==> src/hw/rtl/a85_pkg.sv <==
package a85_pkg;

	localparam logic [7:0] CH_ZERO_GROUP = 8'h7A;
	localparam logic [7:0] CH_LOW        = 8'h21;
	localparam logic [7:0] CH_HIGH       = 8'h75;
	localparam logic [2:0] GROUP_LAST    = 3'd4;

	localparam logic [1:0] ST_OK        = 2'd0;
	localparam logic [1:0] ST_INVALID   = 2'd1;
	localparam logic [1:0] ST_TRUNCATED = 2'd2;

	typedef struct packed {
		logic [2:0]  group_pos;
		logic [31:0] accum;
		logic        error_hold;
	} dec_state_t;

	typedef struct packed {
		logic        emit;
		logic [31:0] word;
		logic [1:0]  status;
		logic        done_res;
	} dec_result_t;

endpackage

==> src/hw/rtl/a85_step.sv <==
module a85_step (
	input  logic [7:0]           ch,
	input  logic                 last,
	input  a85_pkg::dec_state_t  cur,
	output a85_pkg::dec_state_t  nxt,
	output a85_pkg::dec_result_t res
);

	logic [7:0]  digit;
	logic [31:0] acc_mul;
	logic [31:0] acc_new;
	logic        out_of_range;

	assign digit        = ch - a85_pkg::CH_LOW;
	assign out_of_range = (ch < a85_pkg::CH_LOW) || (ch > a85_pkg::CH_HIGH);
	// Multiply by 85 as 64 + 16 + 4 + 1, wrapping at 32 bits.
	assign acc_mul = (cur.accum << 6) + (cur.accum << 4) + (cur.accum << 2) + cur.accum;
	assign acc_new = acc_mul + {24'd0, digit};

	always_comb begin
		nxt = cur;
		res = '{emit: 1'b0, word: 32'd0, status: a85_pkg::ST_OK, done_res: 1'b0};
		priority if (cur.error_hold) begin
			if (last) begin
				nxt = '0;
			end
		end else if (cur.group_pos == 3'd0 && ch == a85_pkg::CH_ZERO_GROUP) begin
			nxt          = '0;
			res.emit     = 1'b1;
			res.done_res = last;
		end else if (out_of_range) begin
			nxt            = '0;
			nxt.error_hold = ~last;
			res.emit       = 1'b1;
			res.status     = a85_pkg::ST_INVALID;
			res.done_res   = 1'b1;
		end else if (cur.group_pos == a85_pkg::GROUP_LAST) begin
			nxt          = '0;
			res.emit     = 1'b1;
			res.word     = acc_new;
			res.done_res = last;
		end else if (last) begin
			nxt          = '0;
			res.emit     = 1'b1;
			res.status   = a85_pkg::ST_TRUNCATED;
			res.done_res = 1'b1;
		end else begin
			nxt.group_pos = cur.group_pos + 3'd1;
			nxt.accum     = acc_new;
		end
	end

endmodule

==> src/hw/rtl/ascii85_stream_decoder.sv <==
// Ascii85 decoder taking one character item per cycle when in_stall is low,
// with a last flag on the final character of a string. Each complete
// five-character group, or a 'z' at a group start, produces one 32-bit word
// item, first byte in bits 31..24. A character outside '!'..'u' produces one
// invalid-status item and the rest of the string is dropped; a string ending
// inside a group produces one truncated-status item. The block sustains one
// item per cycle while the output is not stalled; an item passes an input
// register and then a result register. The input register holds one more item
// behind the result register; a stalled output holds the input side after it.
module ascii85_stream_decoder (
	input  logic        clk,
	input  logic        arst_n,
	input  logic        in_valid,
	output logic        in_stall,
	input  logic [7:0]  ch,
	input  logic        last,
	output logic        out_valid,
	input  logic        out_stall,
	output logic [31:0] word,
	output logic [1:0]  status,
	output logic        done_res
);

	logic                 valid_s1;
	logic [7:0]           ch_s1;
	logic                 last_s1;
	logic                 advance;
	a85_pkg::dec_state_t  state_q;
	a85_pkg::dec_state_t  state_nxt;
	a85_pkg::dec_result_t res;

	assign advance  = valid_s1 && (!out_valid || !out_stall);
	assign in_stall = valid_s1 && !advance;

	a85_step u_step (
		.ch   (ch_s1),
		.last (last_s1),
		.cur  (state_q),
		.nxt  (state_nxt),
		.res  (res)
	);

	always_ff @(posedge clk or negedge arst_n) begin
		if (!arst_n) begin
			valid_s1 <= 1'b0;
		end else if (!in_stall) begin
			valid_s1 <= in_valid;
		end
	end

	always_ff @(posedge clk) begin
		if (!in_stall && in_valid) begin
			ch_s1   <= ch;
			last_s1 <= last;
		end
	end

	always_ff @(posedge clk or negedge arst_n) begin
		if (!arst_n) begin
			state_q <= '0;
		end else if (advance) begin
			state_q <= state_nxt;
		end
	end

	always_ff @(posedge clk or negedge arst_n) begin
		if (!arst_n) begin
			out_valid <= 1'b0;
		end else if (advance) begin
			out_valid <= res.emit;
		end else if (!out_stall) begin
			out_valid <= 1'b0;
		end
	end

	always_ff @(posedge clk) begin
		if (advance && res.emit) begin
			word     <= res.word;
			status   <= res.status;
			done_res <= res.done_res;
		end
	end

	a_status_code: assert property (@(posedge clk) disable iff (!arst_n)
		out_valid |-> (status == a85_pkg::ST_OK || status == a85_pkg::ST_INVALID ||
			status == a85_pkg::ST_TRUNCATED))
		else $error("Result item carries an unknown status code.");

	a_error_item: assert property (@(posedge clk) disable iff (!arst_n)
		(out_valid && status != a85_pkg::ST_OK) |-> (word == 32'd0 && done_res))
		else $error("Error item must carry a zero word and end the string.");

	a_group_pos: assert property (@(posedge clk) disable iff (!arst_n)
		state_q.group_pos <= a85_pkg::GROUP_LAST)
		else $error("Group position ran past the fifth character.");

	a_hold_clear: assert property (@(posedge clk) disable iff (!arst_n)
		state_q.error_hold |-> (state_q.group_pos == 3'd0 && state_q.accum == 32'd0))
		else $error("Group not cleared while characters are dropped.");

	a_stall_only_full: assert property (@(posedge clk) disable iff (!arst_n)
		in_stall |-> (valid_s1 && out_valid && out_stall))
		else $error("Input stalled without a blocked result.");

endmodule
==> config.mk <==
export PLATFORM = sky130hd
export DESIGN_NAME = ascii85_stream_decoder
export DESIGN_NICKNAME = d
export VERILOG_FILES = /design/src/hw/rtl/a85_pkg.sv /design/src/hw/rtl/a85_step.sv /design/src/hw/rtl/ascii85_stream_decoder.sv
export SDC_FILE = /design/constraint.sdc
export NUM_CORES = 1
export LEC_CHECK = 0
export BUFFER_PORTS_ARGS = -buffer_cell sky130_fd_sc_hd__buf_4
export CAP_MARGIN = 0
export CORE_MARGIN = 1
export CORE_UTILIZATION = 55
export CTS_CLUSTER_DIAMETER = 40
export CTS_CLUSTER_SIZE = 14
export DETAILED_ROUTE_END_ITERATION = 10
export PLACE_DENSITY = 0.74
export SYNTH_ARGS = -nofsm -noshare
export SYNTH_HDL_FRONTEND = slang
export SYNTH_SLANG_ARGS = --single-unit
==> constraint.sdc <==
create_clock -name clk -period 7.3 [get_ports clk]
set_input_delay 1.095 -clock clk [delete_from_list [all_inputs] [get_ports clk]]
set_output_delay 1.095 -clock clk [all_outputs]
set_load 0.02 [all_outputs]
# Word level (Yosys, flattened, before mapping)
# Index checks and enable logic that the tools add are counted.
[op_classes]
n_addsub = 6
multipliers = 0
div_mod_pow = 0
order_cmp = 2
n_eq_ne = 4
n_shift = 0
n_mux = 21
bitwise_logic = 2
n_reduce_logical = 16
[ops]
columns = ["cell", "n"]
rows = [
  ["two-way mux 36 bit", 6],
  ["adder 32 bit", 3],
  ["two-way mux 32 bit", 2],
  ["two-way mux 35 bit", 1],
  ["two-way mux 34 bit", 1],
  ["adder 32 x 8 -> 32 bit", 1],
  ["== test 8 x 7 -> 1 bit, second input constant", 1],
  ["> comparator 8 x 7 -> 1 bit, second input constant", 1],
  ["< comparator 8 x 6 -> 1 bit, second input constant", 1],
  ["two-way mux 1 bit", 8],
  ["OR reduction 4 bit", 2],
  ["subtractor 8 x 6 -> 8 bit, second input constant", 1],
  ["two-way mux 3 bit", 2],
  ["logical AND 1 bit", 5],
  ["zero test 1 bit", 4],
  ["adder 3 x 1 -> 3 bit, second input constant", 1],
  ["== test 3 bit, second input constant", 1],
  ["zero test 3 bit", 1],
  ["logical OR 1 bit", 2],
  ["two-way mux 2 bit", 1],
  ["inequality test 2 x 1 -> 1 bit, second input constant", 1],
  ["inequality test 2 bit, second input constant", 1],
  ["inverter 1 bit", 2],
  ["AND reduction 2 bit", 1],
  ["OR reduction 2 bit", 1],
]
[word_totals]
ff_bits = 82
latchBits = 0
mem_bits_rw = 0
rom_bits = 0
inputBits = 13
out_inout_bits = 37
word_cells = 62
memories = 0

# Logic depth before layout (Yosys ltp)
[logic_depth]
word_depth = 9
mapped_depth = 17

# By module
# Synthesis repeated with hierarchy kept, for this count alone.
[hier_totals]
hier_cells = 651
hier_area_um2 = 7279.5
[modules_own_cells]
columns = ["module", "instances", "cells_each", "area_each_um2", "seq_area_each_um2"]
rows = [
  ["a85_step", 1, 520, 4369.2, 0.0],
  ["ascii85_stream_decoder", 1, 131, 2910.3, 2272.2],
]

# Worst setup path before layout
# OpenSTA, ideal clock, no wires.
[synth_path]
kind = "reg-to-reg"
from = "reg state_q[4] in the netlist's numbering"
to = "reg word[22], data pin"
setup_time_ns = 0.255
arrival_ns = 3.763
path_slack_ns = 3.282
path_stages_with_launch = 15
path_buffers = 0
cell_sequence = "dfrtp_1 > inv_1 > fa_1 > fa_1 > fa_1 > inv_1 > ha_1 > a21o_1 > a31oi_1 > a31o_1 > or3b_4 > o21ai_4 > a31oi_1 > xnor2_1 > and3_1"
[synth_between]
elab_chain_cells = 4
[synth_rtl]
columns = ["element", "line", "text"]
rows = [
  ["start: declaration", "ascii85_stream_decoder.sv:28", "a85_pkg::dec_state_t state_q;"],
  ["start signal: assignment", "ascii85_stream_decoder.sv:62", "state_q <= state_nxt;"],
  ["adder 32 bit (2 in a row)", "a85_step.sv:17", "assign acc_mul = (cur.accum << 6) + (cur.accum << 4) + (cur.accum << 2) + cur.accum;"],
  ["adder 32 bit (*)", "a85_step.sv:17", ""],
  ["adder 32 x 8 -> 32 bit (*)", "a85_step.sv:18", "assign acc_new = acc_mul + {24'd0, digit};"],
  ["end signal: assignment", "ascii85_stream_decoder.sv:78", "word <= res.word;"],
  ["end: declaration", "ascii85_stream_decoder.sv:19", "output logic [31:0] word,"],
]
# Every way passes the cells marked *; elsewhere a longest branch is shown, timed or not.
# A chain may end at the register's enable or synchronous reset.

# Worst setup path after layout
[layout_path]
from = "reg state_q[2] in the netlist's numbering"
to = "reg word[26], data pin"
# The elaborated chain is that of the path after synthesis.

==> qor.txt <==
Initial DRT Pass Iterations: 5
Final critical-path share of the clock period: 59.89%
Synthesized netlist net count: 723
Number of pins with negative max-slew slack in the final report: 0
RSZ-0062 raised after global routing: false
Core Area: 0.01142 mm2
Nature of the critical path endpoint: register
Number of top-level pins: 50
Arrival time at the worst endpoint: 4.46 ns
Smallest hold slack: 0.5169 ns
Multi-input logic area: 0.003902 mm2
Hold-fix buffer count after cts: 0
Slew at the pin with the worst max-slew slack: 1.077 ns
Post-synthesis cell count: 588
Kind of critical path: reg2reg
Unique masters post-synth: 48
Floorplan row count: 39
Overall via count from detail_route: 4754
Share of flip-flops with an asynchronous set or reset after synthesis: 46.34%
Half-perimeter wire length after detailed placement: 11.64 mm
CTS sink count: 82
Number of warning messages in the yosys log: 0
Post-Synth Adder-Cell Area: 30.30%
Top Family by Delay on Critical Path: adder cells
Fraction of layout instances using a drive strength above 1: 11.48%
Wire length of the first global-routing pass: 25.21 mm
Final-report hold violation count: 0
Max stage delay cell, worst path: fa_1
Crit-path cells: inv_1, fa_1, fa_1, fa_1, inv_1, ha_1, a21o_1, a31oi_1, a31o_1, or3b_4, o21ai_4, a31oi_1, xor2_1, nor2_1
Die W: 110.3 um
Layout Nets: 766
Placed Cells incl. Taps: 763
Buf+Inv Stages, Crit Path: 2
Vias in the first global route: 4989
Fillers: 920
CTS tree: built
Required time of the critical path: 7.39 ns
Final standard cell utilization of the core: 63.43%
Final setup violating endpoints: 0
Reg area: 0.002272 mm2
Achievable frequency: 0.2287 GHz
Cell types occupying the most area after synthesis: edfxtp_1, fa_1, dfrtp_1, ha_1, a22o_1
Post-CTS sizing: 0
Synthesized-area fraction occupied by xor and xnor cells: 5.024%
Maximum level of the CTS H-tree: 3
Sum of internal, switching and leakage power: 0.002526 W
Port Buffers: 49
Max-slew headroom at the worst pin: 27.96%
Later-pin clock latency in the skew report: 0.36 ns
Simple-gate share of the synthesized area: 10.53%
Cell seen most often among critical-path stages: fa_1
Power density relative to cell area: 348.7 mW/mm2
Wire length reported by the detailed router: 15.66 mm
Maximum number of pins on one net before global-route repair: 39
Multiplexer fraction of the synthesized cell area: 0%
Total die area: 0.01216 mm2
Count of max-cap constraint violations: 0
Netlist area before placement: 0.006450 mm2
Number of standard cells in the final layout excluding fillers: 779
Cell at the root of the clock tree: clkbuf_16
IR Drop Worst-Case VDD: 0.3406 mV
Drt via density: 6.103
Antenna diode count: 0
Number of DRC markers in iteration 0: 247
Antenna violations before repair: 0
Number of enable flip-flop cells after synthesis: 44
Total CTS buffers: 9
Number of buffers added for setup after CTS: 0
Fin crit period: 4.372 ns
Combinational family with the most area after synthesis: adder cells
Sequential cell area fraction in the yosys report: 35.23%
Initial Util: 56.49%
Buffer levels on the longest clock path: 2
Worst min path class: reg2reg
Remaining DRCs: 0
Top-area cell type share of the netlist area: 20.48%
Aggregate global-route resource usage: 28.43%
Routability-driven placement congestion ratio: 0.9237
Main synth FF type: edfxtp_1
Remaining antenna violation count: 0
Synthesis-stage register bit count: 82
Overall overflow remaining after global route: 0
Clock-pin slew on the worst setup and hold paths: 0.06 ns
Setup TNS: 0 ns
Area fraction in compound gates after synthesis: 14.30%
Leakage Power: 3.786 nW
Synth-to-layout area growth: 12.30%
Worst Setup Start Kind: register
Largest area contributor in the netlist: edfxtp_1
Maximum clock skew at final layout: 0.01322 ns
Largest fanout of any net on the critical path: 5
Run status: finished clean
Routed length per instance: 20.10 um
Die height: 110.3 um
Syn_area_per_cell: 10.97 um2
Delay of the slowest critical-path stage: 0.60 ns
power breakdown:
group	internal (W)	switching [W]
Combinational	0.000527	0.000886
Sequential	0.000585	0.0000805
Clock	0.000236	0.000211
Total	0.00135	0.00118
metal layers:
metal	track usage [%]	vias to the layer above	wire length [um]	part of all wire, %
met4	12.31	0	489	3.1
met3	5.232	37	798	5.1
li1	-	2174	-	-
met2	46.36	166	7557	48
met5	0	-	0	0
met1	37.18	2377	6814	44
cells by family after synthesis:
group / count (synthesis)
flops: 82
fa+ha+maj: 122
buf+inv: 77
xor+xnor: 37
compound gates: 136
simple gates: 134
through the flow:
step                      worst slack (ns)  area (um2)
after floorplan                      3.282        6450
after global placement               3.023        6958
after detailed placement             2.960        6958
after CTS                            2.940        7243
after global routing                 2.686        7243
final                                2.928        7243
cell type report:
class | count | share of cell area [%]
sequential | 82 | 31.37
tap | 143 | 2.470
inverter | 57 | 2.954
clock buffer | 9 | 3.109
multi-input combinational | 429 | 53.88
timing repair buffer | 52 | 5.390
clock inverter | 7 | 0.8292
sequential cells by signal (all words and copies together) (netlist names):
name,cells
out_valid,1
last_s1,1
ch_s1,8
state_q,36
status,2
done_res,1
word,32
valid_s1,1
cells in the mapped netlist (all sizes together), types with 7 or more instances:
| cell type | count |
|---|---|
| a21o | 16 |
| a21oi | 28 |
| nor2 | 24 |
| o21ai | 31 |
| xnor2 | 20 |
| a22o | 25 |
| edfxtp | 44 |
| clkbuf | 13 |
| nand3 | 14 |
| fa | 57 |
| ha | 65 |
| dfrtp | 38 |
| xor2 | 17 |
| a31oi | 9 |
| and3 | 31 |
| buf | 7 |
| inv | 57 |
| nand2 | 36 |
worst paths after layout:
check | start | endpoint | slack [ns] | cells after the start
min in group asynchronous | arst_n | state_q[18] | 0.72 | 1
worst min register to register | state_q[4] | state_q[4] | 0.52 | 1
worst max-delay path | state_q[2] | word[26] | 2.93 | 14
worst min-delay path | state_q[4] | state_q[4] | 0.52 | 1
worst max register to register | state_q[2] | word[26] | 2.93 | 14
max in group asynchronous | arst_n | state_q[27] | 6.19 | 1
cell usage in the layout, fill, tap and decap left out, types with 2 or more instances in the layout:
master     count
ha_1          65
inv_1         57
fa_1          57
buf_4         52
edfxtp_1      44
dfrtp_1       38
nand2_1       36
and3_1        31
a21oi_1       28
a22o_1        25
nor2_1        24
xnor2_1       20
o21ai_1       18
xor2_1        17
a21o_1        16
nand3_1       14
o21ai_0       11
a31oi_1        9
clkbuf_16      9
nand4_1        6
o21a_1         5
and2_1         5
nor2b_1        5
o21bai_1       4
nor3_1         3
o211ai_1       3
nand2b_1       3
clkinv_4       3
a221o_1        2
o21ai_4        2
a31o_1         2
a21boi_1       2
inv_6          2
worst register-to-register path: stages (launching register included):
cell and delay (ns):
dfrtp_1 0.39, inv_1 0.11, fa_1 0.60, fa_1 0.46, fa_1 0.55, inv_1 0.05, ha_1 0.37, a21o_1 0.18
a31oi_1 0.08, a31o_1 0.27, or3b_4 0.40, o21ai_4 0.20, a31oi_1 0.15, xor2_1 0.23, nor2_1 0.07
Note: power is estimated with default switching activity, not from simulation.
